--- src/hdl/fcpr_pkg.sv ---
// shared types, constants and codes for the filled circle page rasteriser
package fcpr_pkg;

    // display geometry
    localparam int DISP_W = 128;
    localparam int DISP_H = 64;

    // field widths
    localparam int CMD_W   = 2;
    localparam int CX_W    = 7;
    localparam int CY_W    = 6;
    localparam int DIR_W   = 2;
    localparam int OFS_W   = 6;
    localparam int RAD_W   = 5;
    localparam int SPD_W   = 3;
    localparam int PAGE_W  = 3;
    localparam int PIX_W   = 8;
    localparam int STAT_W  = 2;
    localparam int SQ_W    = 2 * RAD_W;
    localparam int BIT_W   = $clog2(RAD_W);
    localparam int STEP_W  = PAGE_W;

    // configuration port
    localparam int CFG_IDX_W  = 1;
    localparam int CFG_DATA_W = RAD_W;
    localparam logic [CFG_IDX_W-1:0] CFG_RADIUS = 1'b0;
    localparam logic [CFG_IDX_W-1:0] CFG_VSPEED = 1'b1;

    // reset values of the registers
    localparam logic [RAD_W-1:0] RADIUS_RST = 5'd8;
    localparam logic [SPD_W-1:0] VSPEED_RST = 3'd1;

    // command codes
    localparam logic [CMD_W-1:0] CMD_PLACE  = 2'd0;
    localparam logic [CMD_W-1:0] CMD_TICK   = 2'd1;
    localparam logic [CMD_W-1:0] CMD_RENDER = 2'd2;

    // status codes
    localparam logic [STAT_W-1:0] STAT_OK     = 2'd0;
    localparam logic [STAT_W-1:0] STAT_REJECT = 2'd1;
    localparam logic [STAT_W-1:0] STAT_RANGE  = 2'd2;

    // direction patterns, any other pattern stands still
    localparam logic [DIR_W-1:0] DIR_NEG = 2'b11;
    localparam logic [DIR_W-1:0] DIR_POS = 2'b01;

    // page masks
    localparam logic [PIX_W-1:0] MASK_FULL = 8'hff;

    // job queue depth
    localparam int QUEUE_DEPTH = 2;
    localparam int QPTR_W      = (QUEUE_DEPTH > 1) ? $clog2(QUEUE_DEPTH) : 1;
    localparam int QCNT_W      = $clog2(QUEUE_DEPTH + 1);

    // one job for the write sequencer
    typedef struct packed {
        logic              wr;
        logic [STAT_W-1:0] status;
        logic [CX_W-1:0]   col;
        logic [PAGE_W-1:0] p_bot;
        logic [PAGE_W-1:0] p_top;
        logic [PIX_W-1:0]  m_bot;
        logic [PIX_W-1:0]  m_top;
        logic [CX_W-1:0]   cx;
        logic [CY_W-1:0]   cy;
    } t_job;

    // queue fill status
    typedef struct packed {
        logic full;
        logic empty;
    } t_q_stat;

endpackage

--- src/hdl/fcpr_queue.sv ---
// short job queue between the command front end and the write sequencer
module fcpr_queue (
    input  logic            i_clk,
    input  logic            i_rst_n,
    input  logic            i_push,
    input  fcpr_pkg::t_job  i_job,
    input  logic            i_pop,
    output fcpr_pkg::t_job  o_job,
    output fcpr_pkg::t_q_stat o_stat
);
    import fcpr_pkg::*;

    t_job              r_mem [QUEUE_DEPTH];
    logic [QPTR_W-1:0] r_wr_ptr, n_wr_ptr;
    logic [QPTR_W-1:0] r_rd_ptr, n_rd_ptr;
    logic [QCNT_W-1:0] r_cnt, n_cnt;
    logic              do_push;
    logic              do_pop;

    assign o_stat.full  = (r_cnt == QCNT_W'(QUEUE_DEPTH));
    assign o_stat.empty = (r_cnt == '0);
    assign do_push      = i_push && !o_stat.full;
    assign do_pop       = i_pop && !o_stat.empty;
    assign o_job        = r_mem[r_rd_ptr];

    // pointer and count update
    always_comb begin
        n_wr_ptr = r_wr_ptr;
        n_rd_ptr = r_rd_ptr;
        n_cnt    = r_cnt;
        if (do_push) begin
            n_wr_ptr = (r_wr_ptr == QPTR_W'(QUEUE_DEPTH - 1)) ? '0 : r_wr_ptr + 1'b1;
        end
        if (do_pop) begin
            n_rd_ptr = (r_rd_ptr == QPTR_W'(QUEUE_DEPTH - 1)) ? '0 : r_rd_ptr + 1'b1;
        end
        if (do_push && !do_pop) begin
            n_cnt = r_cnt + 1'b1;
        end else if (do_pop && !do_push) begin
            n_cnt = r_cnt - 1'b1;
        end
    end

    always_ff @(posedge i_clk) begin
        if (!i_rst_n) begin
            r_wr_ptr <= '0;
            r_rd_ptr <= '0;
            r_cnt    <= '0;
        end else begin
            r_wr_ptr <= n_wr_ptr;
            r_rd_ptr <= n_rd_ptr;
            r_cnt    <= n_cnt;
        end
    end

    // job storage
    always_ff @(posedge i_clk) begin
        if (do_push) begin
            r_mem[r_wr_ptr] <= i_job;
        end
    end

endmodule

--- src/hdl/fcpr_front.sv ---
// command front end: registers, motion state, half-height square root, job build
module fcpr_front (
    input  logic                               i_clk,
    input  logic                               i_rst_n,
    input  logic                               i_cfg_wr_en,
    input  logic [fcpr_pkg::CFG_IDX_W-1:0]     i_cfg_index,
    input  logic [fcpr_pkg::CFG_DATA_W-1:0]    i_cfg_data,
    input  logic                               i_in_valid,
    output logic                               o_in_ready,
    input  logic [fcpr_pkg::CMD_W-1:0]         i_cmd,
    input  logic [fcpr_pkg::CX_W-1:0]          i_center_x_in,
    input  logic [fcpr_pkg::CY_W-1:0]          i_center_y_in,
    input  logic signed [fcpr_pkg::DIR_W-1:0]  i_dir_x_in,
    input  logic signed [fcpr_pkg::DIR_W-1:0]  i_dir_y_in,
    input  logic [fcpr_pkg::OFS_W-1:0]         i_column_offset,
    input  fcpr_pkg::t_q_stat                  i_q_stat,
    output logic                               o_push,
    output fcpr_pkg::t_job                     o_job
);
    import fcpr_pkg::*;

    localparam logic [1:0] FS_IDLE = 2'd0;
    localparam logic [1:0] FS_SQRT = 2'd1;
    localparam logic [1:0] FS_PUSH = 2'd2;

    logic [1:0]       r_state, n_state;
    logic [RAD_W-1:0] r_radius, n_radius;
    logic [SPD_W-1:0] r_vspeed, n_vspeed;
    logic [CX_W-1:0]  r_cx, n_cx;
    logic [CY_W-1:0]  r_cy, n_cy;
    logic [DIR_W-1:0] r_hdir, n_hdir;
    logic [DIR_W-1:0] r_vdir, n_vdir;
    logic [SQ_W-1:0]  r_v, n_v;
    logic [OFS_W-1:0] r_d, n_d;
    logic [RAD_W-1:0] r_h, n_h;
    logic [BIT_W-1:0] r_bit, n_bit;

    logic accept;

    // motion tick
    logic signed [8:0] tk_xs, tk_ys, tk_rs, tk_xlim, tk_ylim, tk_spd;
    logic signed [8:0] tk_x, tk_y, tk_ymv;
    logic [DIR_W-1:0]  tk_hd, tk_vd;

    // render set-up
    logic              place_ok;
    logic              ofs_range;
    logic signed [6:0] dx_s;
    logic signed [6:0] dx_abs;
    logic [SQ_W-1:0]   rr, dd, v_in;

    // square root step
    logic [RAD_W-1:0]  trial;
    logic [SQ_W-1:0]   trial_sq;

    // column geometry
    logic [CY_W:0]       y_bot_w;
    logic signed [CY_W:0] y_top_w;
    logic [CY_W-1:0]     y_bot, y_top;
    logic signed [9:0]   col_s;
    logic                col_off;
    t_job                rj;

    assign o_in_ready = (r_state == FS_IDLE) && !i_q_stat.full;
    assign accept     = i_in_valid && o_in_ready;

    // tick: one column sideways, vert_speed rows up or down, reverse at walls
    always_comb begin
        tk_xs   = $signed({2'b00, r_cx});
        tk_ys   = $signed({3'b000, r_cy});
        tk_rs   = $signed({4'b0000, r_radius});
        tk_spd  = $signed({6'b000000, r_vspeed});
        tk_xlim = $signed(9'(DISP_W - 1)) - tk_rs;
        tk_ylim = $signed(9'(DISP_H - 1)) - tk_rs;
        tk_x    = tk_xs;
        tk_y    = tk_ys;
        tk_ymv  = tk_ys;
        tk_hd   = r_hdir;
        tk_vd   = r_vdir;
        if (r_hdir == DIR_NEG) begin
            if (tk_xs <= tk_rs) tk_hd = DIR_POS;
            else tk_x = tk_xs - 9'sd1;
        end else if (r_hdir == DIR_POS) begin
            if (tk_xs >= tk_xlim) tk_hd = DIR_NEG;
            else tk_x = tk_xs + 9'sd1;
        end
        if (r_vdir == DIR_NEG) begin
            if (tk_ys <= tk_rs) begin
                tk_vd = DIR_POS;
            end else begin
                tk_ymv = tk_ys - tk_spd;
                tk_y   = (tk_ymv < tk_rs) ? tk_rs : tk_ymv;
            end
        end else if (r_vdir == DIR_POS) begin
            if (tk_ys >= tk_ylim) begin
                tk_vd = DIR_NEG;
            end else begin
                tk_ymv = tk_ys + tk_spd;
                tk_y   = (tk_ymv > tk_ylim) ? tk_ylim : tk_ymv;
            end
        end
    end

    // radicand r^2 - dx^2 for a render word
    always_comb begin
        place_ok  = (i_center_x_in >= CX_W'(r_radius)) && (i_center_y_in >= CY_W'(r_radius));
        ofs_range = i_column_offset > {r_radius, 1'b0};
        dx_s      = $signed({1'b0, i_column_offset}) - $signed({2'b00, r_radius});
        dx_abs    = dx_s[6] ? -dx_s : dx_s;
        rr        = SQ_W'(r_radius) * SQ_W'(r_radius);
        dd        = SQ_W'(dx_abs[RAD_W-1:0]) * SQ_W'(dx_abs[RAD_W-1:0]);
        v_in      = rr - dd;
    end

    // one result bit of the square root per cycle
    always_comb begin
        trial    = r_h | (RAD_W'(1) << r_bit);
        trial_sq = SQ_W'(trial) * SQ_W'(trial);
    end

    // column span, clamped rows, edge pages and masks
    always_comb begin
        y_bot_w = {1'b0, r_cy} + {2'b00, r_h};
        y_top_w = $signed({1'b0, r_cy}) - $signed({2'b00, r_h});
        y_bot   = (y_bot_w > (CY_W + 1)'(DISP_H - 1)) ? CY_W'(DISP_H - 1) : y_bot_w[CY_W-1:0];
        y_top   = y_top_w[CY_W] ? '0 : y_top_w[CY_W-1:0];
        col_s   = $signed({3'b000, r_cx}) - $signed({5'b00000, r_radius})
                + $signed({4'b0000, r_d});
        col_off = col_s[9] || (col_s >= $signed(10'(DISP_W)));
        rj        = '0;
        rj.cx     = r_cx;
        rj.cy     = r_cy;
        rj.status = STAT_OK;
        if (!col_off) begin
            rj.wr    = 1'b1;
            rj.col   = col_s[CX_W-1:0];
            rj.p_bot = y_bot[CY_W-1:3];
            rj.p_top = y_top[CY_W-1:3];
            rj.m_bot = PIX_W'((9'd2 << y_bot[2:0]) - 9'd1);
            rj.m_top = MASK_FULL << y_top[2:0];
        end
    end

    // next state
    always_comb begin
        n_state  = r_state;
        n_radius = r_radius;
        n_vspeed = r_vspeed;
        n_cx     = r_cx;
        n_cy     = r_cy;
        n_hdir   = r_hdir;
        n_vdir   = r_vdir;
        n_v      = r_v;
        n_d      = r_d;
        n_h      = r_h;
        n_bit    = r_bit;
        o_push   = 1'b0;
        o_job    = '0;
        o_job.cx = r_cx;
        o_job.cy = r_cy;

        if (i_cfg_wr_en) begin
            case (i_cfg_index)
                CFG_RADIUS: n_radius = i_cfg_data[RAD_W-1:0];
                CFG_VSPEED: n_vspeed = i_cfg_data[SPD_W-1:0];
                default: ;
            endcase
        end

        case (r_state)
            FS_IDLE: begin
                if (accept) begin
                    case (i_cmd)
                        CMD_PLACE: begin
                            o_push = 1'b1;
                            if (place_ok) begin
                                n_cx     = i_center_x_in;
                                n_cy     = i_center_y_in;
                                n_hdir   = i_dir_x_in;
                                n_vdir   = i_dir_y_in;
                                o_job.cx = i_center_x_in;
                                o_job.cy = i_center_y_in;
                            end else begin
                                o_job.status = STAT_REJECT;
                            end
                        end
                        CMD_TICK: begin
                            o_push   = 1'b1;
                            n_cx     = tk_x[CX_W-1:0];
                            n_cy     = tk_y[CY_W-1:0];
                            n_hdir   = tk_hd;
                            n_vdir   = tk_vd;
                            o_job.cx = tk_x[CX_W-1:0];
                            o_job.cy = tk_y[CY_W-1:0];
                        end
                        CMD_RENDER: begin
                            if (ofs_range) begin
                                o_push       = 1'b1;
                                o_job.status = STAT_RANGE;
                            end else begin
                                n_v     = v_in;
                                n_d     = i_column_offset;
                                n_h     = '0;
                                n_bit   = BIT_W'(RAD_W - 1);
                                n_state = FS_SQRT;
                            end
                        end
                        default: o_push = 1'b1;
                    endcase
                end
            end
            FS_SQRT: begin
                if (trial_sq <= r_v) n_h = trial;
                if (r_bit == '0) n_state = FS_PUSH;
                else n_bit = r_bit - 1'b1;
            end
            FS_PUSH: begin
                if (!i_q_stat.full) begin
                    o_push  = 1'b1;
                    o_job   = rj;
                    n_state = FS_IDLE;
                end
            end
            default: n_state = FS_IDLE;
        endcase
    end

    // control and motion state
    always_ff @(posedge i_clk) begin
        if (!i_rst_n) begin
            r_state  <= FS_IDLE;
            r_radius <= RADIUS_RST;
            r_vspeed <= VSPEED_RST;
            r_cx     <= '0;
            r_cy     <= '0;
            r_hdir   <= '0;
            r_vdir   <= '0;
        end else begin
            r_state  <= n_state;
            r_radius <= n_radius;
            r_vspeed <= n_vspeed;
            r_cx     <= n_cx;
            r_cy     <= n_cy;
            r_hdir   <= n_hdir;
            r_vdir   <= n_vdir;
        end
    end

    // square root working registers
    always_ff @(posedge i_clk) begin
        r_v   <= n_v;
        r_d   <= n_d;
        r_h   <= n_h;
        r_bit <= n_bit;
    end

endmodule

--- src/hdl/fcpr_back.sv ---
// write sequencer: expands a queued job into page writes behind an output register
module fcpr_back (
    input  logic                            i_clk,
    input  logic                            i_rst_n,
    input  fcpr_pkg::t_job                  i_job,
    input  fcpr_pkg::t_q_stat               i_q_stat,
    output logic                            o_pop,
    output logic                            o_out_valid,
    input  logic                            i_out_ready,
    output logic [fcpr_pkg::PAGE_W-1:0]     o_page,
    output logic [fcpr_pkg::CX_W-1:0]       o_column,
    output logic [fcpr_pkg::PIX_W-1:0]      o_pixels,
    output logic                            o_write_valid,
    output logic                            o_last,
    output logic [fcpr_pkg::STAT_W-1:0]     o_status,
    output logic [fcpr_pkg::CX_W-1:0]       o_center_x_out,
    output logic [fcpr_pkg::CY_W-1:0]       o_center_y_out
);
    import fcpr_pkg::*;

    logic [STEP_W-1:0] r_step, n_step;
    logic              r_valid, n_valid;
    logic [PAGE_W-1:0] r_page, n_page;
    logic [CX_W-1:0]   r_col, n_col;
    logic [PIX_W-1:0]  r_pix, n_pix;
    logic              r_wv, n_wv;
    logic              r_last, n_last;
    logic [STAT_W-1:0] r_stat, n_stat;
    logic [CX_W-1:0]   r_cx, n_cx;
    logic [CY_W-1:0]   r_cy, n_cy;

    logic              emit;
    logic [PAGE_W-1:0] span;

    assign emit = !i_q_stat.empty && (!r_valid || i_out_ready);
    assign span = i_job.p_bot - i_job.p_top;

    // bottom edge page, then top edge page, then full pages top to bottom
    always_comb begin
        n_step  = r_step;
        n_valid = r_valid && !i_out_ready;
        n_page  = r_page;
        n_col   = r_col;
        n_pix   = r_pix;
        n_wv    = r_wv;
        n_last  = r_last;
        n_stat  = r_stat;
        n_cx    = r_cx;
        n_cy    = r_cy;
        o_pop   = 1'b0;
        if (emit) begin
            n_valid = 1'b1;
            n_stat  = i_job.status;
            n_cx    = i_job.cx;
            n_cy    = i_job.cy;
            n_wv    = i_job.wr;
            n_col   = i_job.col;
            if (!i_job.wr) begin
                n_page = '0;
                n_pix  = '0;
                n_last = 1'b1;
            end else begin
                n_last = (r_step == span);
                case (r_step)
                    STEP_W'(0): begin
                        n_page = i_job.p_bot;
                        n_pix  = (span == '0) ? (i_job.m_bot & i_job.m_top) : i_job.m_bot;
                    end
                    STEP_W'(1): begin
                        n_page = i_job.p_top;
                        n_pix  = i_job.m_top;
                    end
                    default: begin
                        n_page = i_job.p_top + r_step - 1'b1;
                        n_pix  = MASK_FULL;
                    end
                endcase
            end
            if (n_last) begin
                o_pop  = 1'b1;
                n_step = '0;
            end else begin
                n_step = r_step + 1'b1;
            end
        end
    end

    always_ff @(posedge i_clk) begin
        if (!i_rst_n) begin
            r_step  <= '0;
            r_valid <= 1'b0;
        end else begin
            r_step  <= n_step;
            r_valid <= n_valid;
        end
    end

    // output word
    always_ff @(posedge i_clk) begin
        r_page <= n_page;
        r_col  <= n_col;
        r_pix  <= n_pix;
        r_wv   <= n_wv;
        r_last <= n_last;
        r_stat <= n_stat;
        r_cx   <= n_cx;
        r_cy   <= n_cy;
    end

    assign o_out_valid    = r_valid;
    assign o_page         = r_page;
    assign o_column       = r_col;
    assign o_pixels       = r_pix;
    assign o_write_valid  = r_wv;
    assign o_last         = r_last;
    assign o_status       = r_stat;
    assign o_center_x_out = r_cx;
    assign o_center_y_out = r_cy;

endmodule

--- src/hdl/filled_circle_page_rasterizer.sv ---
// Bouncing filled circle on a 128x64 page display: place, tick and render one column.
// Place, tick, undefined and out-of-range render command words each give one status word.
// Other render words pass the front end as radicand, five square root steps of one
// result bit each and job build; the write sequencer then emits one to eight page
// writes (one status word for a column off the display), one per cycle while the output
// is ready, through a registered output; a two-entry job queue lets the next command be
// worked on while earlier writes drain. radius and vert_speed are to be written through
// the plain write port only while the block is idle; the block itself does not enforce it.
module filled_circle_page_rasterizer (
    input  logic                               i_clk,
    input  logic                               i_rst_n,
    input  logic                               i_cfg_wr_en,
    input  logic [fcpr_pkg::CFG_IDX_W-1:0]     i_cfg_index,
    input  logic [fcpr_pkg::CFG_DATA_W-1:0]    i_cfg_data,
    input  logic                               i_in_valid,
    output logic                               o_in_ready,
    input  logic [fcpr_pkg::CMD_W-1:0]         i_cmd,
    input  logic [fcpr_pkg::CX_W-1:0]          i_center_x_in,
    input  logic [fcpr_pkg::CY_W-1:0]          i_center_y_in,
    input  logic signed [fcpr_pkg::DIR_W-1:0]  i_dir_x_in,
    input  logic signed [fcpr_pkg::DIR_W-1:0]  i_dir_y_in,
    input  logic [fcpr_pkg::OFS_W-1:0]         i_column_offset,
    output logic                               o_out_valid,
    input  logic                               i_out_ready,
    output logic [fcpr_pkg::PAGE_W-1:0]        o_page,
    output logic [fcpr_pkg::CX_W-1:0]          o_column,
    output logic [fcpr_pkg::PIX_W-1:0]         o_pixels,
    output logic                               o_write_valid,
    output logic                               o_last,
    output logic [fcpr_pkg::STAT_W-1:0]        o_status,
    output logic [fcpr_pkg::CX_W-1:0]          o_center_x_out,
    output logic [fcpr_pkg::CY_W-1:0]          o_center_y_out
);
    import fcpr_pkg::*;

    logic    push;
    logic    pop;
    t_job    push_job;
    t_job    head_job;
    t_q_stat q_stat;

    // command front end
    fcpr_front u_front (
        .i_clk           (i_clk),
        .i_rst_n         (i_rst_n),
        .i_cfg_wr_en     (i_cfg_wr_en),
        .i_cfg_index     (i_cfg_index),
        .i_cfg_data      (i_cfg_data),
        .i_in_valid      (i_in_valid),
        .o_in_ready      (o_in_ready),
        .i_cmd           (i_cmd),
        .i_center_x_in   (i_center_x_in),
        .i_center_y_in   (i_center_y_in),
        .i_dir_x_in      (i_dir_x_in),
        .i_dir_y_in      (i_dir_y_in),
        .i_column_offset (i_column_offset),
        .i_q_stat        (q_stat),
        .o_push          (push),
        .o_job           (push_job)
    );

    // job queue
    fcpr_queue u_queue (
        .i_clk   (i_clk),
        .i_rst_n (i_rst_n),
        .i_push  (push),
        .i_job   (push_job),
        .i_pop   (pop),
        .o_job   (head_job),
        .o_stat  (q_stat)
    );

    // write sequencer
    fcpr_back u_back (
        .i_clk          (i_clk),
        .i_rst_n        (i_rst_n),
        .i_job          (head_job),
        .i_q_stat       (q_stat),
        .o_pop          (pop),
        .o_out_valid    (o_out_valid),
        .i_out_ready    (i_out_ready),
        .o_page         (o_page),
        .o_column       (o_column),
        .o_pixels       (o_pixels),
        .o_write_valid  (o_write_valid),
        .o_last         (o_last),
        .o_status       (o_status),
        .o_center_x_out (o_center_x_out),
        .o_center_y_out (o_center_y_out)
    );

endmodule
--- config.mk ---
export PLATFORM = sky130hd
export DESIGN_NAME = filled_circle_page_rasterizer
export DESIGN_NICKNAME = d
export VERILOG_FILES = /design/src/hdl/fcpr_pkg.sv /design/src/hdl/fcpr_queue.sv /design/src/hdl/fcpr_front.sv /design/src/hdl/fcpr_back.sv /design/src/hdl/filled_circle_page_rasterizer.sv
export SDC_FILE = /design/constraint.sdc
export NUM_CORES = 1
export LEC_CHECK = 0
export BUFFER_PORTS_ARGS = -buffer_cell sky130_fd_sc_hd__buf_2
export CAP_MARGIN = 20
export CORE_ASPECT_RATIO = 0.75
export CORE_MARGIN = 1.5
export CORE_UTILIZATION = 67
export DETAILED_ROUTE_END_ITERATION = 8
export PLACE_DENSITY_LB_ADDON = 0.1
export SYNTH_ARGS = -nofsm -noshare
export SYNTH_HDL_FRONTEND = slang
export SYNTH_SLANG_ARGS = --single-unit
--- constraint.sdc ---
create_clock -name i_clk -period 10.8 [get_ports i_clk]
set_input_delay 0 -clock i_clk [delete_from_list [all_inputs] [get_ports i_clk]]
set_output_delay 0 -clock i_clk [all_outputs]
set_load 0.005 [all_outputs]
==> results_dict.tcl <==
set metrics [dict create \
    max_slew_margin_pct 27.3 \
    rows 42 \
    cp-start-kind "register" \
    fmaxAchievable_mhz 144 \
    hold_path_class "in2reg" \
    gp_congestion 0.974 \
    slowest_stage "dfxtp_1" \
    synth-async-reset-ratio_pct 0 \
    layout.nets 1481 \
    drtIter0Drc 782 \
    power_density_nw_per_um2 214 \
    worst_pin_slew_ns 1.09 \
    setup_tns_ns 0 \
    finalCriticalPeriod_ns 6.93 \
    grt_pass1_vias 8877 \
    ant_nets 0 \
    cts.sinks 181 \
    clock_latency_ns 0.44 \
    cts_root_buf "clkbuf_16" \
    setup_violations 0 \
    yosysUniqueCellTypes 76 \
    hold_ws_ns 0.0291 \
    synth.most_common_cell "edfxtp_1" \
    antenna_cells 0 \
    rsz0062_at_grt "false" \
    hold_violations 0 \
    clk_pin_slew_ns 0.08 \
    crit_path_max_fanout 11 \
    critical_path_class "reg2reg" \
    finalCritPeriodShare_pct 64.2 \
    syn_area_sq_um 12300 \
    synth-seq-cells 181 \
    grt_max_degree 44 \
    die_area_sq_um 19200 \
    drt_pre_antenna_iters 5 \
    final_util_pct 77.6 \
    track_usage_pct 30.1 \
    synth_top_area_share_pct 35.4 \
    synth_warnings 0 \
    n_fill_cell 1172 \
    final.setup_skew_ns 0.0161 \
    drive_gt1_share_pct 12.3 \
    io_buffers 72 \
    core_area_sq_um 17800 \
    io_pins 73 \
    yosysSeqAreaShare_pct 41.2 \
    maxSlewViolCount 0 \
    max_stage_delay_ns 0.61 \
    initial_utilization_pct 69.1 \
    synth-edff-count 145 \
    num_vias 9259 \
    r2r_slack_ns 3.87 \
    synth_nets 1387 \
    run_status "complete, no violations" \
    antenna_found_initial 0 \
    irDropWorstVdd_mv 0.244 \
    cts_tree "yes" \
    clockBufferDepth 2 \
    synth_commonest_cells "145 x edfxtp_1, 132 x ha_1, 115 x nor2_1" \
    cts_htree_levels 4 \
    numCtsBuffers 17 \
    synth.avg_cell_area_sq_um 10.4 \
    post_cts_buffers 0 \
    p_leak_nw 5.82 \
    cp-end-kind "register" \
    remaining_drc_errors 0 \
    post_drt_wl_per_cell_um 18.3 \
    crit_family "adder cells" \
    die_w_um 159 \
    layout.cells.non_filler 1535 \
    yosysTopAreaCell "edfxtp_1" \
    syn_to_final_growth_pct 12.3 \
    grt_pass1_wl_um 45300 \
    drt_wl_total_um 28100 \
    max_cap_violations 0 \
    vias_per_cell 6.03 \
    grt.overflow.total 0 \
    cp.required_ns 10.99 \
    path_buf_inv 5 \
    syn_inst 1186 \
    ys.flop_type "edfxtp_1" \
    dp_hpwl_um 20500 \
    die_y_um 120 \
    synth_area_leaders "edfxtp_1 35%, ha_1 13%, dfxtp_1 5.9%, fa_1 5.4%, nor2_1 3.5%" \
    dp_cells 1475 \
    crit_arrival_ns 7.13 \
]
-- worst register-to-register path, cell delays in order (launching register included) --
cell	delay, ns
dfxtp_1	0.61
inv_1	0.35
ha_1	0.36
nor2b_1	0.13
o21ai_0	0.32
nor4b_1	0.30
nor4b_1	0.10
xnor2_1	0.42
nor2_1	0.16
fa_1	0.51
inv_1	0.05
fa_1	0.50
fa_1	0.51
fa_1	0.52
inv_1	0.05
fa_1	0.49
inv_1	0.04
ha_1	0.31
inv_1	0.08
nor2_1	0.05
nor2_1	0.14
o21ai_0	0.14
o21ai_0	0.20
nand2b_1	0.08
a21oi_1	0.18
xnor2_1	0.09
-- worst paths after layout --
| kind | start | end | depth (start not counted) |
|---|---|---|---|
| min | i_out_ready | u_back.o_out_valid | 3 |
| min reg2reg | u_back.r_step[1] | u_back.r_step[1] | 2 |
| max | u_front.r_radius[1] | u_front.r_v[9] | 25 |
| max reg2reg | u_front.r_radius[1] | u_front.r_v[9] | 25 |
-- cell families after synthesis --
| logic type | share of synthesized area, % |
|---|---|
| flops | 41.2 |
| fa+ha+maj | 18.8 |
| buf+inv | 4.35 |
| simple gates | 13.4 |
| xor+xnor | 3.91 |
| other cells | 0.0305 |
| compound gates | 14.4 |
| mux | 3.91 |
-- per-layer routing --
| metal | wire [um] | up-vias | track usage [%] | share of wire (%) |
|---|---|---|---|---|
| met2 | 12700 | 346 | 47.9 | 45 |
| li1 | - | 4463 | - | - |
| met4 | 499 | 0 | 9.32 | 1.8 |
| met5 | 0 | - | 0 | 0 |
| met3 | 1900 | 40 | 4.87 | 6.8 |
| met1 | 13000 | 4410 | 42.8 | 46 |
-- registers in the layout (all words and copies together), names as in the netlist, 7 cells and up, named ones only --
signal,flops
u_front.r_cx,7
u_back.o_pixels,8
u_queue.r_mem,86
u_back.o_column,7
u_back.o_center_x_out,7
u_front.r_v,10
-- final cells by class --
| cell class | count | area (sq um) | share of cell area, % |
|---|---|---|---|
| Tap cell | 242 | 303 | 2.19 |
| Timing Repair Buffer | 106 | 696 | 5.03 |
| Clock buffer | 17 | 425 | 3.08 |
| Sequential cell | 181 | 5080 | 36.7 |
| Multi-Input combinational cell | 866 | 6720 | 48.6 |
| Clock inverter | 15 | 203 | 1.47 |
| Inverter | 108 | 405 | 2.93 |
-- cells in the final DEF, fill, tap and decap left out, types with 29 or more instances in the layout --
cell type  synthesis  final
inv_1            108    108
dfxtp_1           36     35
nor2_1           115    113
buf_2              5     72
o21ai_0           55     55
edfxtp_1         145    145
nor2b_1           29     29
ha_1             132    132
nand2_1           68     68
a21oi_1           59     59
xnor2_1           39     39
fa_1              33     33
-- per-stage QoR --
| step | setup WS [ns] | power, mW | cell area [sq um] |
|---|---|---|---|
| after floorplan | 4.63 | 1.96 | 12300 |
| after global placement | 4.06 | 2.25 | 12900 |
| after detailed placement | 3.90 | 2.29 | 12900 |
| after CTS | 3.88 | 2.95 | 13800 |
| after global routing | 3.28 | 3.17 | 13800 |
| final | 3.87 | 2.96 | 13800 |
-- power breakdown --
group          switching, mW  leakage, nW  total [mW]  internal, mW
Combinational          0.742         3.85        1.30         0.556
Clock                  0.308        0.297       0.645         0.337
Sequential            0.0627         1.68        1.02         0.958
-- timing repair --
item / 4_1_cts / 5_1_grt
hold buffers: 27 / 0
endpoints found under the hold margin: 30 / 0
resized for setup: 0 / 0
Power figures use the tool's default switching activity.
